==> src/hw/rtl/hit_interval_merge_table_defines.svh <==
// ----------------------------------------------------------------------------
// hit interval merge table assertion macros
// shared concurrent assertion forms, clocked on clk_i and reset by rst_ni
// ----------------------------------------------------------------------------
`ifndef HIT_INTERVAL_MERGE_TABLE_DEFINES_SVH
`define HIT_INTERVAL_MERGE_TABLE_DEFINES_SVH

// property that holds at every edge
`define HMT_ASSERT_ALWAYS(lbl, prop, msg) \
  lbl: assert property (@(posedge clk_i) disable iff (!rst_ni) (prop)) else $error(msg);

// same-cycle implication
`define HMT_ASSERT_IMPL(lbl, ante, cons, msg) \
  lbl: assert property (@(posedge clk_i) disable iff (!rst_ni) (ante) |-> (cons)) \
    else $error(msg);

// next-cycle implication
`define HMT_ASSERT_NEXT(lbl, ante, cons, msg) \
  lbl: assert property (@(posedge clk_i) disable iff (!rst_ni) (ante) |=> (cons)) \
    else $error(msg);

`endif

==> src/hw/rtl/hmt_pkg.sv <==
// ----------------------------------------------------------------------------
// hmt_pkg
// types and constants shared by the hit interval merge table modules
// ----------------------------------------------------------------------------
package hmt_pkg;

  localparam int TABLE_DEPTH_DEF = 16;
  localparam int TIME_WIDTH_DEF  = 32;

  localparam int FIELD_TIME_W  = 32;
  localparam int FIELD_COUNT_W = 5;

  localparam int IN_TDATA_W  = 96;
  localparam int IN_TUSER_W  = 2;
  localparam int OUT_TDATA_W = 72;
  localparam int OUT_TUSER_W = 2;

  typedef enum logic {
    OP_INSERT = 1'b0,
    OP_DRAIN  = 1'b1
  } op_e;

  typedef enum logic [2:0] {
    ST_IDLE,
    ST_CALC,
    ST_ORDER,
    ST_SCAN,
    ST_PLACE,
    ST_RESP,
    ST_DRAIN
  } state_e;

  typedef struct packed {
    logic accept;
    logic drain;
  } time_ctrl_t;

endpackage

==> src/hw/rtl/hmt_mem.sv <==
// ----------------------------------------------------------------------------
// hmt_mem
// interval store, one write and one registered read port
// ----------------------------------------------------------------------------
module hmt_mem #(
  parameter int ADDR_WIDTH = 5,
  parameter int DATA_WIDTH = 64
) (
  input  logic                  clk_i,
  input  logic                  wr_en_i,
  input  logic [ADDR_WIDTH-1:0] wr_addr_i,
  input  logic [DATA_WIDTH-1:0] wr_data_i,
  input  logic                  rd_en_i,
  input  logic [ADDR_WIDTH-1:0] rd_addr_i,
  output logic [DATA_WIDTH-1:0] rd_data_o
);

  logic [DATA_WIDTH-1:0] mem_q [2**ADDR_WIDTH];

  always_ff @(posedge clk_i) begin
    if (wr_en_i) begin
      mem_q[wr_addr_i] <= wr_data_i;
    end
  end

  always_ff @(posedge clk_i) begin
    if (rd_en_i) begin
      rd_data_o <= mem_q[rd_addr_i];
    end
  end

endmodule

==> src/hw/rtl/hmt_time.sv <==
// ----------------------------------------------------------------------------
// hmt_time
// event base register and saturating absolute time calculation
// ----------------------------------------------------------------------------
module hmt_time #(
  parameter int TIME_WIDTH = hmt_pkg::TIME_WIDTH_DEF
) (
  input  logic                                clk_i,
  input  logic                                rst_ni,
  input  hmt_pkg::time_ctrl_t                 ctrl_i,
  input  logic                                primary_i,
  input  logic [hmt_pkg::FIELD_TIME_W-1:0]    rel_lead_i,
  input  logic [hmt_pkg::FIELD_TIME_W-1:0]    rel_trail_i,
  input  logic [hmt_pkg::FIELD_TIME_W-1:0]    event_time_i,
  output logic signed [TIME_WIDTH-1:0]        lead_abs_o,
  output logic signed [TIME_WIDTH-1:0]        trail_abs_o
);

  localparam int SumW = ((TIME_WIDTH > hmt_pkg::FIELD_TIME_W) ?
                         TIME_WIDTH : hmt_pkg::FIELD_TIME_W) + 1;

  function automatic logic [TIME_WIDTH-1:0] sat_tw(input logic signed [SumW-1:0] v);
    logic signed [SumW-1:0] hi;
    logic signed [SumW-1:0] lo;
    hi = {{(SumW-TIME_WIDTH+1){1'b0}}, {(TIME_WIDTH-1){1'b1}}};
    lo = {{(SumW-TIME_WIDTH+1){1'b1}}, {(TIME_WIDTH-1){1'b0}}};
    if (v > hi) begin
      return hi[TIME_WIDTH-1:0];
    end
    if (v < lo) begin
      return lo[TIME_WIDTH-1:0];
    end
    return v[TIME_WIDTH-1:0];
  endfunction

  logic signed [TIME_WIDTH-1:0]           base_q, base_d;
  logic [hmt_pkg::FIELD_TIME_W-1:0]       rel_lead_q, rel_trail_q;
  logic signed [SumW-1:0]                 base_ext, ev_ext, lead_sum, trail_sum;

  assign ev_ext    = SumW'($signed(event_time_i));
  assign base_ext  = SumW'(base_q);
  assign lead_sum  = base_ext + SumW'($signed(rel_lead_q));
  assign trail_sum = base_ext + SumW'($signed(rel_trail_q));

  assign lead_abs_o  = $signed(sat_tw(lead_sum));
  assign trail_abs_o = $signed(sat_tw(trail_sum));

  always_comb begin
    base_d = base_q;
    if (ctrl_i.accept && ctrl_i.drain) begin
      base_d = '0;
    end else if (ctrl_i.accept && primary_i) begin
      base_d = $signed(sat_tw(ev_ext));
    end
  end

  always_ff @(posedge clk_i or negedge rst_ni) begin
    if (!rst_ni) begin
      base_q <= '0;
    end else begin
      base_q <= base_d;
    end
  end

  always_ff @(posedge clk_i) begin
    if (ctrl_i.accept && !ctrl_i.drain) begin
      rel_lead_q  <= rel_lead_i;
      rel_trail_q <= rel_trail_i;
    end
  end

endmodule

==> src/hw/rtl/hmt_seq.sv <==
// ----------------------------------------------------------------------------
// hmt_seq
// sequencer: merge scan, ordered copy between banks, drain and result register
// ----------------------------------------------------------------------------
`include "hit_interval_merge_table_defines.svh"

module hmt_seq #(
  parameter int TABLE_DEPTH = hmt_pkg::TABLE_DEPTH_DEF,
  parameter int TIME_WIDTH  = hmt_pkg::TIME_WIDTH_DEF,
  parameter int ADDR_WIDTH  = $clog2(TABLE_DEPTH) + 1
) (
  input  logic                                clk_i,
  input  logic                                rst_ni,
  input  logic                                s_valid_i,
  output logic                                s_ready_o,
  input  hmt_pkg::op_e                        op_i,
  output hmt_pkg::time_ctrl_t                 time_ctrl_o,
  input  logic signed [TIME_WIDTH-1:0]        lead_abs_i,
  input  logic signed [TIME_WIDTH-1:0]        trail_abs_i,
  output logic                                mem_wr_en_o,
  output logic [ADDR_WIDTH-1:0]               mem_wr_addr_o,
  output logic [2*TIME_WIDTH-1:0]             mem_wr_data_o,
  output logic                                mem_rd_en_o,
  output logic [ADDR_WIDTH-1:0]               mem_rd_addr_o,
  input  logic [2*TIME_WIDTH-1:0]             mem_rd_data_i,
  output logic                                m_valid_o,
  input  logic                                m_ready_i,
  output logic [hmt_pkg::FIELD_TIME_W-1:0]    lead_o,
  output logic [hmt_pkg::FIELD_TIME_W-1:0]    trail_o,
  output logic [hmt_pkg::FIELD_COUNT_W-1:0]   count_o,
  output logic                                overflow_o,
  output logic                                empty_o,
  output logic                                last_o
);

  localparam int IdxW = ADDR_WIDTH - 1;
  localparam int CntW = $clog2(TABLE_DEPTH + 1);
  localparam int ExtW = (TIME_WIDTH > hmt_pkg::FIELD_TIME_W) ?
                        TIME_WIDTH : hmt_pkg::FIELD_TIME_W;
  localparam int CxtW = (CntW > hmt_pkg::FIELD_COUNT_W) ? CntW : hmt_pkg::FIELD_COUNT_W;

  function automatic logic [hmt_pkg::FIELD_TIME_W-1:0] time_out(
    input logic signed [TIME_WIDTH-1:0] v
  );
    logic signed [ExtW-1:0] e;
    e = ExtW'(v);
    return e[hmt_pkg::FIELD_TIME_W-1:0];
  endfunction

  function automatic logic [hmt_pkg::FIELD_COUNT_W-1:0] count_out(input logic [CntW-1:0] v);
    logic [CxtW-1:0] e;
    e = CxtW'(v);
    return e[hmt_pkg::FIELD_COUNT_W-1:0];
  endfunction

  hmt_pkg::state_e state_q, state_d;

  logic                          bank_q, bank_d;
  logic [CntW-1:0]               count_q, count_d;
  logic [CntW-1:0]               rd_idx_q, rd_idx_d;
  logic                          rd_vld_q, rd_vld_d;
  logic [IdxW-1:0]               proc_idx_q, proc_idx_d;
  logic [CntW-1:0]               wr_idx_q, wr_idx_d;
  logic                          ins_done_q, ins_done_d;
  logic [TABLE_DEPTH-1:0]        merged_q, merged_d;
  logic signed [TIME_WIDTH-1:0]  a_q, a_d, b_q, b_d;
  logic [CntW-1:0]               resp_cnt_q, resp_cnt_d;
  logic                          resp_ovf_q, resp_ovf_d;
  logic                          resp_empty_q, resp_empty_d;

  logic                                 out_vld_q, out_vld_d;
  logic [hmt_pkg::FIELD_TIME_W-1:0]     out_lead_q, out_lead_d;
  logic [hmt_pkg::FIELD_TIME_W-1:0]     out_trail_q, out_trail_d;
  logic [hmt_pkg::FIELD_COUNT_W-1:0]    out_cnt_q, out_cnt_d;
  logic                                 out_ovf_q, out_ovf_d;
  logic                                 out_empty_q, out_empty_d;
  logic                                 out_last_q, out_last_d;

  logic signed [TIME_WIDTH-1:0]  ent_lead, ent_trail;
  logic                          accept, out_free, pass_run, pass_done, hold;
  logic                          goes_before, overlap, table_full;
  logic                          place_hold, drain_done;
  logic [CntW-1:0]               new_count;

  assign ent_lead  = $signed(mem_rd_data_i[TIME_WIDTH-1:0]);
  assign ent_trail = $signed(mem_rd_data_i[2*TIME_WIDTH-1:TIME_WIDTH]);

  assign s_ready_o   = (state_q == hmt_pkg::ST_IDLE);
  assign accept      = s_valid_i && s_ready_o;
  assign out_free    = !out_vld_q || m_ready_i;
  assign table_full  = (count_q == CntW'(TABLE_DEPTH));
  assign pass_run    = (state_q == hmt_pkg::ST_SCAN) || (state_q == hmt_pkg::ST_PLACE) ||
                       (state_q == hmt_pkg::ST_DRAIN);
  assign pass_done   = pass_run && (rd_idx_q == count_q) && !rd_vld_q;
  assign goes_before = (ent_lead > a_q) || ((ent_lead == a_q) && (ent_trail > b_q));
  assign overlap     = (a_q < ent_trail) && (ent_lead < b_q);
  assign new_count   = wr_idx_q + CntW'(!ins_done_q);

  // new interval goes out first, the entry just read is held to the next cycle
  assign hold = rd_vld_q &&
    (((state_q == hmt_pkg::ST_PLACE) && !merged_q[proc_idx_q] && !ins_done_q && goes_before) ||
     ((state_q == hmt_pkg::ST_DRAIN) && !out_free));

  assign place_hold = (state_q == hmt_pkg::ST_PLACE) && hold;
  assign drain_done = (state_q == hmt_pkg::ST_DRAIN) && pass_done;

  assign mem_rd_en_o   = pass_run && (rd_idx_q < count_q) && !hold;
  assign mem_rd_addr_o = {bank_q, rd_idx_q[IdxW-1:0]};
  assign mem_wr_addr_o = {~bank_q, wr_idx_q[IdxW-1:0]};

  always_comb begin
    state_d = state_q;
    case (state_q)
      hmt_pkg::ST_IDLE: begin
        if (accept) begin
          if (op_i == hmt_pkg::OP_DRAIN) begin
            state_d = (count_q == '0) ? hmt_pkg::ST_RESP : hmt_pkg::ST_DRAIN;
          end else begin
            state_d = table_full ? hmt_pkg::ST_RESP : hmt_pkg::ST_CALC;
          end
        end
      end
      hmt_pkg::ST_CALC:  state_d = hmt_pkg::ST_ORDER;
      hmt_pkg::ST_ORDER: state_d = hmt_pkg::ST_SCAN;
      hmt_pkg::ST_SCAN: begin
        if (pass_done) state_d = hmt_pkg::ST_PLACE;
      end
      hmt_pkg::ST_PLACE: begin
        if (pass_done) state_d = hmt_pkg::ST_RESP;
      end
      hmt_pkg::ST_RESP: begin
        if (out_free) state_d = hmt_pkg::ST_IDLE;
      end
      hmt_pkg::ST_DRAIN: begin
        if (pass_done) state_d = hmt_pkg::ST_IDLE;
      end
      default: state_d = hmt_pkg::ST_IDLE;
    endcase
  end

  always_comb begin
    bank_d       = bank_q;
    count_d      = count_q;
    rd_idx_d     = rd_idx_q;
    rd_vld_d     = rd_vld_q;
    proc_idx_d   = proc_idx_q;
    wr_idx_d     = wr_idx_q;
    ins_done_d   = ins_done_q;
    merged_d     = merged_q;
    a_d          = a_q;
    b_d          = b_q;
    resp_cnt_d   = resp_cnt_q;
    resp_ovf_d   = resp_ovf_q;
    resp_empty_d = resp_empty_q;
    out_vld_d    = out_vld_q && !m_ready_i;
    out_lead_d   = out_lead_q;
    out_trail_d  = out_trail_q;
    out_cnt_d    = out_cnt_q;
    out_ovf_d    = out_ovf_q;
    out_empty_d  = out_empty_q;
    out_last_d   = out_last_q;
    time_ctrl_o  = '0;
    mem_wr_en_o  = 1'b0;
    mem_wr_data_o = {ent_trail, ent_lead};

    // shared read walk
    if (mem_rd_en_o) begin
      rd_idx_d   = rd_idx_q + CntW'(1);
      proc_idx_d = rd_idx_q[IdxW-1:0];
      rd_vld_d   = 1'b1;
    end else if (!hold) begin
      rd_vld_d = 1'b0;
    end

    case (state_q)
      hmt_pkg::ST_IDLE: begin
        if (accept) begin
          time_ctrl_o.accept = 1'b1;
          time_ctrl_o.drain  = (op_i == hmt_pkg::OP_DRAIN);
          rd_idx_d = '0;
          rd_vld_d = 1'b0;
          if (op_i == hmt_pkg::OP_DRAIN) begin
            resp_cnt_d   = '0;
            resp_ovf_d   = 1'b0;
            resp_empty_d = 1'b1;
          end else begin
            resp_cnt_d   = count_q;
            resp_ovf_d   = 1'b1;
            resp_empty_d = 1'b0;
          end
        end
      end
      hmt_pkg::ST_CALC: begin
        a_d = lead_abs_i;
        b_d = trail_abs_i;
      end
      hmt_pkg::ST_ORDER: begin
        if (a_q > b_q) begin
          a_d = b_q;
          b_d = a_q;
        end
        rd_idx_d = '0;
        rd_vld_d = 1'b0;
      end
      hmt_pkg::ST_SCAN: begin
        if (rd_vld_q) begin
          merged_d[proc_idx_q] = overlap;
          if (overlap) begin
            a_d = (ent_lead < a_q) ? ent_lead : a_q;
            b_d = (ent_trail > b_q) ? ent_trail : b_q;
          end
        end
        if (pass_done) begin
          rd_idx_d   = '0;
          wr_idx_d   = '0;
          ins_done_d = 1'b0;
        end
      end
      hmt_pkg::ST_PLACE: begin
        if (rd_vld_q && !merged_q[proc_idx_q]) begin
          mem_wr_en_o = 1'b1;
          wr_idx_d    = wr_idx_q + CntW'(1);
          if (!ins_done_q && goes_before) begin
            mem_wr_data_o = {b_q, a_q};
            ins_done_d    = 1'b1;
          end
        end
        if (pass_done) begin
          if (!ins_done_q) begin
            mem_wr_en_o   = 1'b1;
            mem_wr_data_o = {b_q, a_q};
          end
          count_d      = new_count;
          bank_d       = ~bank_q;
          resp_cnt_d   = new_count;
          resp_ovf_d   = 1'b0;
          resp_empty_d = 1'b0;
        end
      end
      hmt_pkg::ST_RESP: begin
        if (out_free) begin
          out_vld_d   = 1'b1;
          out_lead_d  = '0;
          out_trail_d = '0;
          out_cnt_d   = count_out(resp_cnt_q);
          out_ovf_d   = resp_ovf_q;
          out_empty_d = resp_empty_q;
          out_last_d  = 1'b1;
        end
      end
      hmt_pkg::ST_DRAIN: begin
        if (rd_vld_q && out_free) begin
          out_vld_d   = 1'b1;
          out_lead_d  = time_out(ent_lead);
          out_trail_d = time_out(ent_trail);
          out_cnt_d   = count_out(count_q);
          out_ovf_d   = 1'b0;
          out_empty_d = 1'b0;
          out_last_d  = ((CntW'(proc_idx_q) + CntW'(1)) == count_q);
        end
        if (pass_done) begin
          count_d = '0;
        end
      end
      default: begin
      end
    endcase
  end

  always_ff @(posedge clk_i or negedge rst_ni) begin
    if (!rst_ni) begin
      state_q    <= hmt_pkg::ST_IDLE;
      bank_q     <= 1'b0;
      count_q    <= '0;
      rd_idx_q   <= '0;
      rd_vld_q   <= 1'b0;
      wr_idx_q   <= '0;
      ins_done_q <= 1'b0;
      merged_q   <= '0;
      out_vld_q  <= 1'b0;
    end else begin
      state_q    <= state_d;
      bank_q     <= bank_d;
      count_q    <= count_d;
      rd_idx_q   <= rd_idx_d;
      rd_vld_q   <= rd_vld_d;
      wr_idx_q   <= wr_idx_d;
      ins_done_q <= ins_done_d;
      merged_q   <= merged_d;
      out_vld_q  <= out_vld_d;
    end
  end

  always_ff @(posedge clk_i) begin
    proc_idx_q   <= proc_idx_d;
    a_q          <= a_d;
    b_q          <= b_d;
    resp_cnt_q   <= resp_cnt_d;
    resp_ovf_q   <= resp_ovf_d;
    resp_empty_q <= resp_empty_d;
    out_lead_q   <= out_lead_d;
    out_trail_q  <= out_trail_d;
    out_cnt_q    <= out_cnt_d;
    out_ovf_q    <= out_ovf_d;
    out_empty_q  <= out_empty_d;
    out_last_q   <= out_last_d;
  end

  assign m_valid_o  = out_vld_q;
  assign lead_o     = out_lead_q;
  assign trail_o    = out_trail_q;
  assign count_o    = out_cnt_q;
  assign overflow_o = out_ovf_q;
  assign empty_o    = out_empty_q;
  assign last_o     = out_last_q;

  `HMT_ASSERT_ALWAYS(a_count_range, count_q <= CntW'(TABLE_DEPTH), "count beyond table depth")
  `HMT_ASSERT_IMPL(a_wr_in_place, mem_wr_en_o, state_q == hmt_pkg::ST_PLACE, "write outside place")
  `HMT_ASSERT_NEXT(a_hold_inserts, place_hold, ins_done_q && rd_vld_q, "held entry lost")
  `HMT_ASSERT_NEXT(a_drain_clears, drain_done, count_q == '0, "drain left entries")

endmodule

==> src/hw/rtl/hit_interval_merge_table.sv <==
// ----------------------------------------------------------------------------
// hit_interval_merge_table
// time-ordered table of disjoint pulse intervals with merge on insert
// ----------------------------------------------------------------------------
//   s_axis carries one request: insert (tuser[0] = 0) or drain (tuser[0] = 1).
//   an insert turns its relative lead/trail into absolute times against the
//   event base (reloaded first when tuser[1] is set), merges every stored
//   interval it strictly overlaps and keeps the table ordered by lead.
//   each insert gives one result with the new count, or overflow when full.
//   a drain clears the base, gives every stored interval in order, tlast on the
//   final one, then clears the table; an empty table gives one is_empty result.
//   an insert makes a scan walk, then a place walk, over the interval memory (one
//   read and one write port), with a hold when it lands ahead of a kept entry, and
//   answers from ST_RESP; a full table answers from ST_RESP without a walk. a drain
//   gives one result per cycle while m_axis is ready; after it the next request is
//   taken in the cycle after the walk ends. one request is worked at a time.
//   a stalled m_axis holds the result and pauses a drain walk without losing
//   entries. after reset the table is empty and the base is zero; no clearing pass.
// ----------------------------------------------------------------------------
module hit_interval_merge_table #(
  parameter int TABLE_DEPTH = hmt_pkg::TABLE_DEPTH_DEF,
  parameter int TIME_WIDTH  = hmt_pkg::TIME_WIDTH_DEF
) (
  input  logic                              clk_i,
  input  logic                              rst_ni,
  input  logic                              s_axis_tvalid,
  output logic                              s_axis_tready,
  // rel_lead, rel_trail, event_time
  input  logic [hmt_pkg::IN_TDATA_W-1:0]    s_axis_tdata,
  // operation, is_primary
  input  logic [hmt_pkg::IN_TUSER_W-1:0]    s_axis_tuser,
  output logic                              m_axis_tvalid,
  input  logic                              m_axis_tready,
  // lead_out, trail_out, entry_count, zero pad
  output logic [hmt_pkg::OUT_TDATA_W-1:0]   m_axis_tdata,
  // overflow, is_empty
  output logic [hmt_pkg::OUT_TUSER_W-1:0]   m_axis_tuser,
  output logic                              m_axis_tlast
);

  localparam int AddrW = $clog2(TABLE_DEPTH) + 1;
  localparam int TW    = hmt_pkg::FIELD_TIME_W;
  localparam int PadW  = hmt_pkg::OUT_TDATA_W - 2 * TW - hmt_pkg::FIELD_COUNT_W;

  hmt_pkg::time_ctrl_t             time_ctrl;
  logic signed [TIME_WIDTH-1:0]    lead_abs, trail_abs;
  logic                            mem_wr_en, mem_rd_en;
  logic [AddrW-1:0]                mem_wr_addr, mem_rd_addr;
  logic [2*TIME_WIDTH-1:0]         mem_wr_data, mem_rd_data;
  logic [TW-1:0]                   lead_out, trail_out;
  logic [hmt_pkg::FIELD_COUNT_W-1:0] entry_count;
  logic                            overflow, is_empty;

  hmt_time #(
    .TIME_WIDTH (TIME_WIDTH)
  ) u_time (
    .clk_i        (clk_i),
    .rst_ni       (rst_ni),
    .ctrl_i       (time_ctrl),
    .primary_i    (s_axis_tuser[1]),
    .rel_lead_i   (s_axis_tdata[TW-1:0]),
    .rel_trail_i  (s_axis_tdata[2*TW-1:TW]),
    .event_time_i (s_axis_tdata[3*TW-1:2*TW]),
    .lead_abs_o   (lead_abs),
    .trail_abs_o  (trail_abs)
  );

  hmt_mem #(
    .ADDR_WIDTH (AddrW),
    .DATA_WIDTH (2 * TIME_WIDTH)
  ) u_mem (
    .clk_i     (clk_i),
    .wr_en_i   (mem_wr_en),
    .wr_addr_i (mem_wr_addr),
    .wr_data_i (mem_wr_data),
    .rd_en_i   (mem_rd_en),
    .rd_addr_i (mem_rd_addr),
    .rd_data_o (mem_rd_data)
  );

  hmt_seq #(
    .TABLE_DEPTH (TABLE_DEPTH),
    .TIME_WIDTH  (TIME_WIDTH),
    .ADDR_WIDTH  (AddrW)
  ) u_seq (
    .clk_i         (clk_i),
    .rst_ni        (rst_ni),
    .s_valid_i     (s_axis_tvalid),
    .s_ready_o     (s_axis_tready),
    .op_i          (hmt_pkg::op_e'(s_axis_tuser[0])),
    .time_ctrl_o   (time_ctrl),
    .lead_abs_i    (lead_abs),
    .trail_abs_i   (trail_abs),
    .mem_wr_en_o   (mem_wr_en),
    .mem_wr_addr_o (mem_wr_addr),
    .mem_wr_data_o (mem_wr_data),
    .mem_rd_en_o   (mem_rd_en),
    .mem_rd_addr_o (mem_rd_addr),
    .mem_rd_data_i (mem_rd_data),
    .m_valid_o     (m_axis_tvalid),
    .m_ready_i     (m_axis_tready),
    .lead_o        (lead_out),
    .trail_o       (trail_out),
    .count_o       (entry_count),
    .overflow_o    (overflow),
    .empty_o       (is_empty),
    .last_o        (m_axis_tlast)
  );

  assign m_axis_tdata = {{PadW{1'b0}}, entry_count, trail_out, lead_out};
  assign m_axis_tuser = {is_empty, overflow};

endmodule
==> config.mk <==
export PLATFORM = sky130hd
export DESIGN_NAME = hit_interval_merge_table
export DESIGN_NICKNAME = d
export VERILOG_FILES = /design/src/hw/rtl/hmt_pkg.sv /design/src/hw/rtl/hmt_mem.sv /design/src/hw/rtl/hmt_time.sv /design/src/hw/rtl/hmt_seq.sv /design/src/hw/rtl/hit_interval_merge_table.sv
export VERILOG_INCLUDE_DIRS = /design/src /design/src/hw/rtl
export SDC_FILE = /design/constraint.sdc
export NUM_CORES = 2
export LEC_CHECK = 0
export ABC_CLOCK_PERIOD_IN_PS = 10100
export BUFFER_PORTS_ARGS = -buffer_cell sky130_fd_sc_hd__buf_2
export CORE_MARGIN = 4
export CORE_UTILIZATION = 60
export DETAILED_ROUTE_END_ITERATION = 10
export GPL_TIMING_DRIVEN = 0
export PLACE_DENSITY_LB_ADDON = 0.25
export SLEW_MARGIN = 20
export SYNTH_ARGS = -nofsm -noshare
export SYNTH_HDL_FRONTEND = slang
export SYNTH_SLANG_ARGS = --single-unit
==> constraint.sdc <==
create_clock -name clk_i -period 10.1 [get_ports clk_i]
set_input_delay 0.505 -clock clk_i [delete_from_list [all_inputs] [get_ports clk_i]]
set_output_delay 0.505 -clock clk_i [all_outputs]
set_load 0.01 [all_outputs]
**Yosys cells after proc, flatten, opt, wreduce, memory -nomap -nowiden**

Memory sizes are Yosys's and may differ from the RTL's. A register that Yosys moved wholly into a read port is not among the register bits.
Index checks and enable logic that the tools add are counted.

- ROM bits: 0
- Output and inout port bits: 77
- Input port bits: 102
- Bits in latches: 0
- Memories kept: 1
- Register bits: 281
- Word-level logic and storage cells: 230
- Bits in writable memories: 2048

- Multipliers: 0
- Shift operators: 0
- Reduce and logical (&&, ||, !) cells: 51
- Bitwise operators: 1
- Equality and inequality tests: 23
- Magnitude comparators: 15
- Add/sub/neg operators: 6
- Div/mod/pow operators: 0
- Multiplexer cells: 109

Memories:

| memory | depth | bits a word | rd ports | clocked after memory_dff | write ports | line | text |
|---|---|---|---|---|---|---|---|
| u_mem.mem_q | 32 | 64 | 1 | 1 | 1 | hmt_mem.sv:18 | `logic [DATA_WIDTH-1:0] mem_q [2**ADDR_WIDTH];` |

Operators by type and width:

| operator | number |
|---|---|
| 32-bit 2-to-1 mux | 25 |
| 64-bit 2-to-1 mux | 5 |
| 32-bit one-hot mux with 3 select lines | 2 |
| 32-bit one-hot mux with 2 select lines | 2 |
| 32-bit > comparator | 3 |
| 32-bit less-than comparator | 3 |
| 32-bit by 32-bit adder with 33-bit output | 2 |
| 33-bit by 32-bit > comparator with 1-bit output (second input constant) | 2 |
| 33-bit by 32-bit less-than comparator with 1-bit output (second input constant) | 2 |
| 5-bit 2-to-1 mux | 10 |
| 5-bit one-hot mux with 2 select lines | 4 |
| 1-bit 2-to-1 mux | 38 |
| 32-bit == test | 1 |
| 32-bit > comparator (second input constant) | 1 |
| 32-bit less-than comparator (second input constant) | 1 |
| 3-bit 2-to-1 mux | 7 |
| 3-bit one-hot mux with 7 select lines | 1 |
| 1-bit logical AND | 20 |
| 16-bit bitwise mux | 1 |
| 1-bit one-hot mux with 2 select lines | 8 |
| 5-bit one-hot mux with 3 select lines | 1 |
| 5-bit AND reduction | 3 |
| 2-bit by 1-bit != test with 1-bit output (second input constant) | 7 |
| 2-bit != test (second input constant) | 6 |
| 24 further kinds | 50 |

**Logic depth before layout (Yosys ltp)**

- Depth after elaboration: 14
- Depth in mapped cells: 13
- Depth with buffers taken out: 12

**Modules after synthesis**

From an unflattened synthesis, not the netlist that was laid out.

- Cells, all modules: 5146
- Area total of the unflattened synthesis: 100368.8 µm²

Modules (own cells, without submodules):

| module | sequential area each (µm²) | area an instance (µm²) | cells each | times used |
|---|---|---|---|---|
| hmt_mem | 63420.8 | 79605.1 | 3096 | 1 |
| hmt_seq | 5365.1 | 13402.9 | 1311 | 1 |
| hmt_time | 2722.6 | 7319.5 | 733 | 1 |
| hit_interval_merge_table | 0.0 | 41.3 | 6 | 1 |

**Worst setup path after synthesis**

No wires, ideal clock.

- Kind: register -> register
- Start: reg u_seq.rd_idx_q[0]
- End: reg u_seq.rd_idx_q[3]
- Arrival time: 8.005 ns
- Period minus slack after synthesis: 8.100 ns
- Buffers on the path: 3
- Library setup time: 0.095 ns
- Data required time: 10.005 ns
- Stages on the path, launching flop included: 12
- Path slack: 2.000 ns
- Path through: dfrtp_1 clkbuf_1 clkbuf_1 buf_1 inv_1 ha_1 o22ai_1 a211oi_1 nand2_1 a211oi_1 nand4_1 mux2i_1

- Word-level cells in the longest chain between the ends: 6
- Elaborated cells between the ends (all ways): 11
- Those cells by class: add/sub (1); order compare (1); eq/ne (1); mux (4); reduce/logical (4)

Ends and longest elaborated chain:

| element | line | text |
|---|---|---|
| from (decl) | hmt_seq.sv:60 | `logic [CntW-1:0] rd_idx_q, rd_idx_d;` |
| from (signal assigned) | hmt_seq.sv:285 | `rd_idx_q <= rd_idx_d;` |
| 5-bit less-than comparator | hmt_seq.sv:107 | `assign mem_rd_en_o = pass_run && (rd_idx_q < count_q) && !hold;` |
| 1-bit logical AND (2 in series) | hmt_seq.sv:107 |  |
| 5-bit 2-to-1 mux | hmt_seq.sv:167 | `if (mem_rd_en_o) begin` |
| 5-bit 2-to-1 mux (on tied branches) | hmt_seq.sv:213, hmt_seq.sv:177 |  |
| 5-bit one-hot mux with 3 select lines (*) | hmt_seq.sv:175 | `case (state_q)` |
| via u_seq.rd_idx_d[3] | hmt_seq.sv:60 |  |

The timed path passes the listed nets; every way through them passes the cells marked *.
A chain may end at the register's enable or synchronous reset.

**Worst setup path in the final report**

- Start: reg u_seq.rd_idx_q[0]
- End: mem u_mem.mem_q[4][22], enable pin

- Word-level cells in the longest chain between the ends: 7

Ends and longest elaborated chain:

| element | line | text |
|---|---|---|
| 5-bit == test | hmt_seq.sv:94 | `assign pass_done = pass_run && (rd_idx_q == count_q) && !rd_vld_q;` |
| 1-bit logical AND (2 in series) | hmt_seq.sv:94 |  |
| 1-bit 2-to-1 mux | hmt_seq.sv:228 | `if (pass_done) begin` |
| 1-bit 2-to-1 mux | hmt_seq.sv:175 |  |
| 1-bit 2-to-1 mux | hmt_mem.sv:21 | `if (wr_en_i) begin` |
| 1-bit 2-to-1 mux (not written as such) | hmt_mem.sv:22 | `mem_q[wr_addr_i] <= wr_data_i;` |
| to (decl) | hmt_mem.sv:18 |  |

No other way between the ends.

==> reports/qor.yml <==
floorplan.die_area_mm2: 0.171
clk_path_buf_depth: 3
routabilityCongestion: 0.977
avgRoutedWirePerCell_um: 38.7
critical_path_buf_inv_count: 8
ios: 179
fmax_mhz: 162
grt_antenna_before_repair: 10
tns_ns: 0
start_kind: "flop"
fin_util_pct: 71.0
critPathArrivalTime_ns: 6.77
avgSynthCellArea_um2: 19.7
critPathMaxStageDelay_ns: 0.75
layout_commonest_cell: "edfxtp_1"
path_delay_family: "buffers and inverters"
worstPathMaxFanout: 16
drt-total-wl_um: 314000
synth_edf_count: 2323
post-cts-setup-buffers: 0
htreeDepth: 4
layout_min_cycle_time_ns: 6.19
ys.flop_type: "edfxtp_1"
clkLatencyLatePin_ns: 0.90
synth_cell_types: 72
vias_per_cell: 7.09
cp-end-kind: "flop"
hpwl_um: 206000
clk_pin_slew_ns: 0.06
ys_ff_latch: 2393
dieWidth_um: 414
hold_path.class: "in2async"
cts_resized: 0
portBuffers: 175
cts.sinks: 2393
crit_required_ns: 10.68
final-hold-violation-count: 0
grt_pass1_wl_um: 436000
core_mm2: 0.163
crit_chain: "clkbuf_2 -> clkbuf_2 -> clkbuf_2 -> inv_1 -> ha_1 -> nor3b_1 -> nand2_1 -> nor2_1 -> a21o_1 -> nand2_1 -> nor2_4 -> buf_12 -> buf_16 -> buf_16 -> buf_16"
crit_start: "u_seq.rd_idx_q[0]"
die_h_um: 414
start_util_pct: 60.5
yosysSeqAreaShare_pct: 72.4
tightest_slew_ns: 1.24
first_iter_violations: 9972
drive_gt1_share_pct: 28.2
finClkSkew_ns: 0.0709
yosys_warnings: 0
nets: 6079
crit_path_top_delay_cell: "nor2_4"
grt_pass1_vias: 56900
syn_inst: 5009
cap_violations: 0
final_antenna_net_count: 0
r2r_start: "u_seq.rd_idx_q[0]"
drt_first_pass_iters: 9
grt_overflow: 0
cts_tree: "built"
syn_to_final_growth_pct: 17.3
critical_path_class: "reg2reg"
grt_usage_pct: 37.1
slew_headroom_pct: 17.3
power_uw: 32800
drcViolationCount: 0
finalSetupViolations: 0
leakagePower_uw: 0.0388
row_count: 148
rsz0062_at_grt: "no"
ir_drop_v: 0.000205
netlist_area_mm2: 0.0988
async_flop_share_pct: 2.93
clockRootBuffer: "clkbuf_16"
outcome: "complete, no violations"
fin_crit_sh_pct: 61.3
mostFrequentLayoutCells: "edfxtp_1, mux4_2, ha_1, clkbuf_16, buf_2"
power-per-cell-area_mw_per_mm2: 283
grt_max_degree: 50
postCtsHoldBufs: 99
vias: 57500
cts_made_buffers: 227
slew_violations: 0
## flip-flops by register name, indices dropped and copies added (netlist names), 5 cells and up
register,count
u_seq.trail_o,32
u_time.rel_lead_q,32
u_mem.mem_q,2048
u_time.base_q,32
u_seq.merged_q,16
u_time.rel_trail_q,32
u_mem.rd_data_o,64
u_seq.lead_o,32
u_seq.count_q,5
u_seq.a_q,32
u_seq.rd_idx_q,5
u_seq.wr_idx_q,5
u_seq.count_o,5
u_seq.resp_cnt_q,5
u_seq.b_q,32
## power breakdown
part           switching (uW)  internal, uW  leakage, uW
registers                 702         13200       0.0219
clock network            3820          4740      0.00362
logic                    6700          3630       0.0133
total                   11200         21600       0.0388
## metrics by stage
step	setup WS [ns]	std cells	instance area (um^2)	hold WS, ns
global placement	-5.70	7361	102000	0.483
CTS	3.66	8112	116000	0.0100
detailed placement	3.76	7583	107000	0.420
floorplan	2.00	5011	98800	0.209
global route	3.84	8114	116000	0.0808
finish	3.91	8116	116000	0.0710
## layout make-up
type	count	area, um^2
Sequential cell	2393	71500
Inverter	135	507
Timing Repair Buffer	497	6250
Multi-Input combinational cell	2246	26400
Clock buffer	283	5980
Clock inverter	147	1460
Buffer	237	1020
Antenna cell	3	7.51
Fill cell	9291	47200
Tap cell	2175	2720
## synth_stat cells (all sizes together), types with 12 or more instances
master     n  area [um^2]
a211oi    16          125
a21o      81          608
a21oi    173          866
a22o      34          298
and2      16          100
and3      47          294
buf       59          255
clkbuf   178          668
dfrtp     70         1750
edfxtp  2323        69800
ha       238         2980
inv      134          503
mux2      88          995
mux4     645        14500
nand2    178          668
nand2b    20          125
nand3     28          140
nand3b    12         90.1
nand4     40          250
nor2     162          611
nor2b     16          100
nor3      12         60.1
nor4      12         81.3
o211ai    16          120
o21a      18          135
o21ai    149          746
o22ai     66          413
o31ai     12         90.1
xnor2     36          315
xor2      22          193
## layer usage
layer	up-vias	share of wire (%)	track usage, %
li1	22200	-	-
met1	29400	34	49.8
met2	4931	46	56.4
met3	954	13	9.24
met4	8	6.9	20.8
met5	-	0.023	0
## kinds of logic (layout without fill, tap and decap cells)
group	count (synthesis)	in the layout	share of synthesized area (%)
xor+xnor	58	58	0.514
mux	740	740	15.8
other cells	1	6	0.00380
flops	2393	2393	72.4
simple gates	570	570	2.76
buf+inv	372	1299	1.45
compound gates	635	635	4.05
fa+ha+maj	240	240	3.06
## worst paths after layout
| path | slack, ns | cells after the start | to |
|---|---|---|---|
| worst max register to register | 3.91 | 15 | u_mem.mem_q[4][22] |
| worst min-delay path | 0.07 | 2 | u_seq.merged_q[7] |
| worst min register to register | 0.50 | 1 | u_seq.merged_q[3] |
| max in group asynchronous | 9.45 | 3 | u_seq.ins_done_q |
| min in group clk_i | 0.19 | 3 | u_time.rel_lead_q[28] |
| worst max-delay path | 3.91 | 15 | u_mem.mem_q[4][22] |
(Power assumes the default switching activity.)
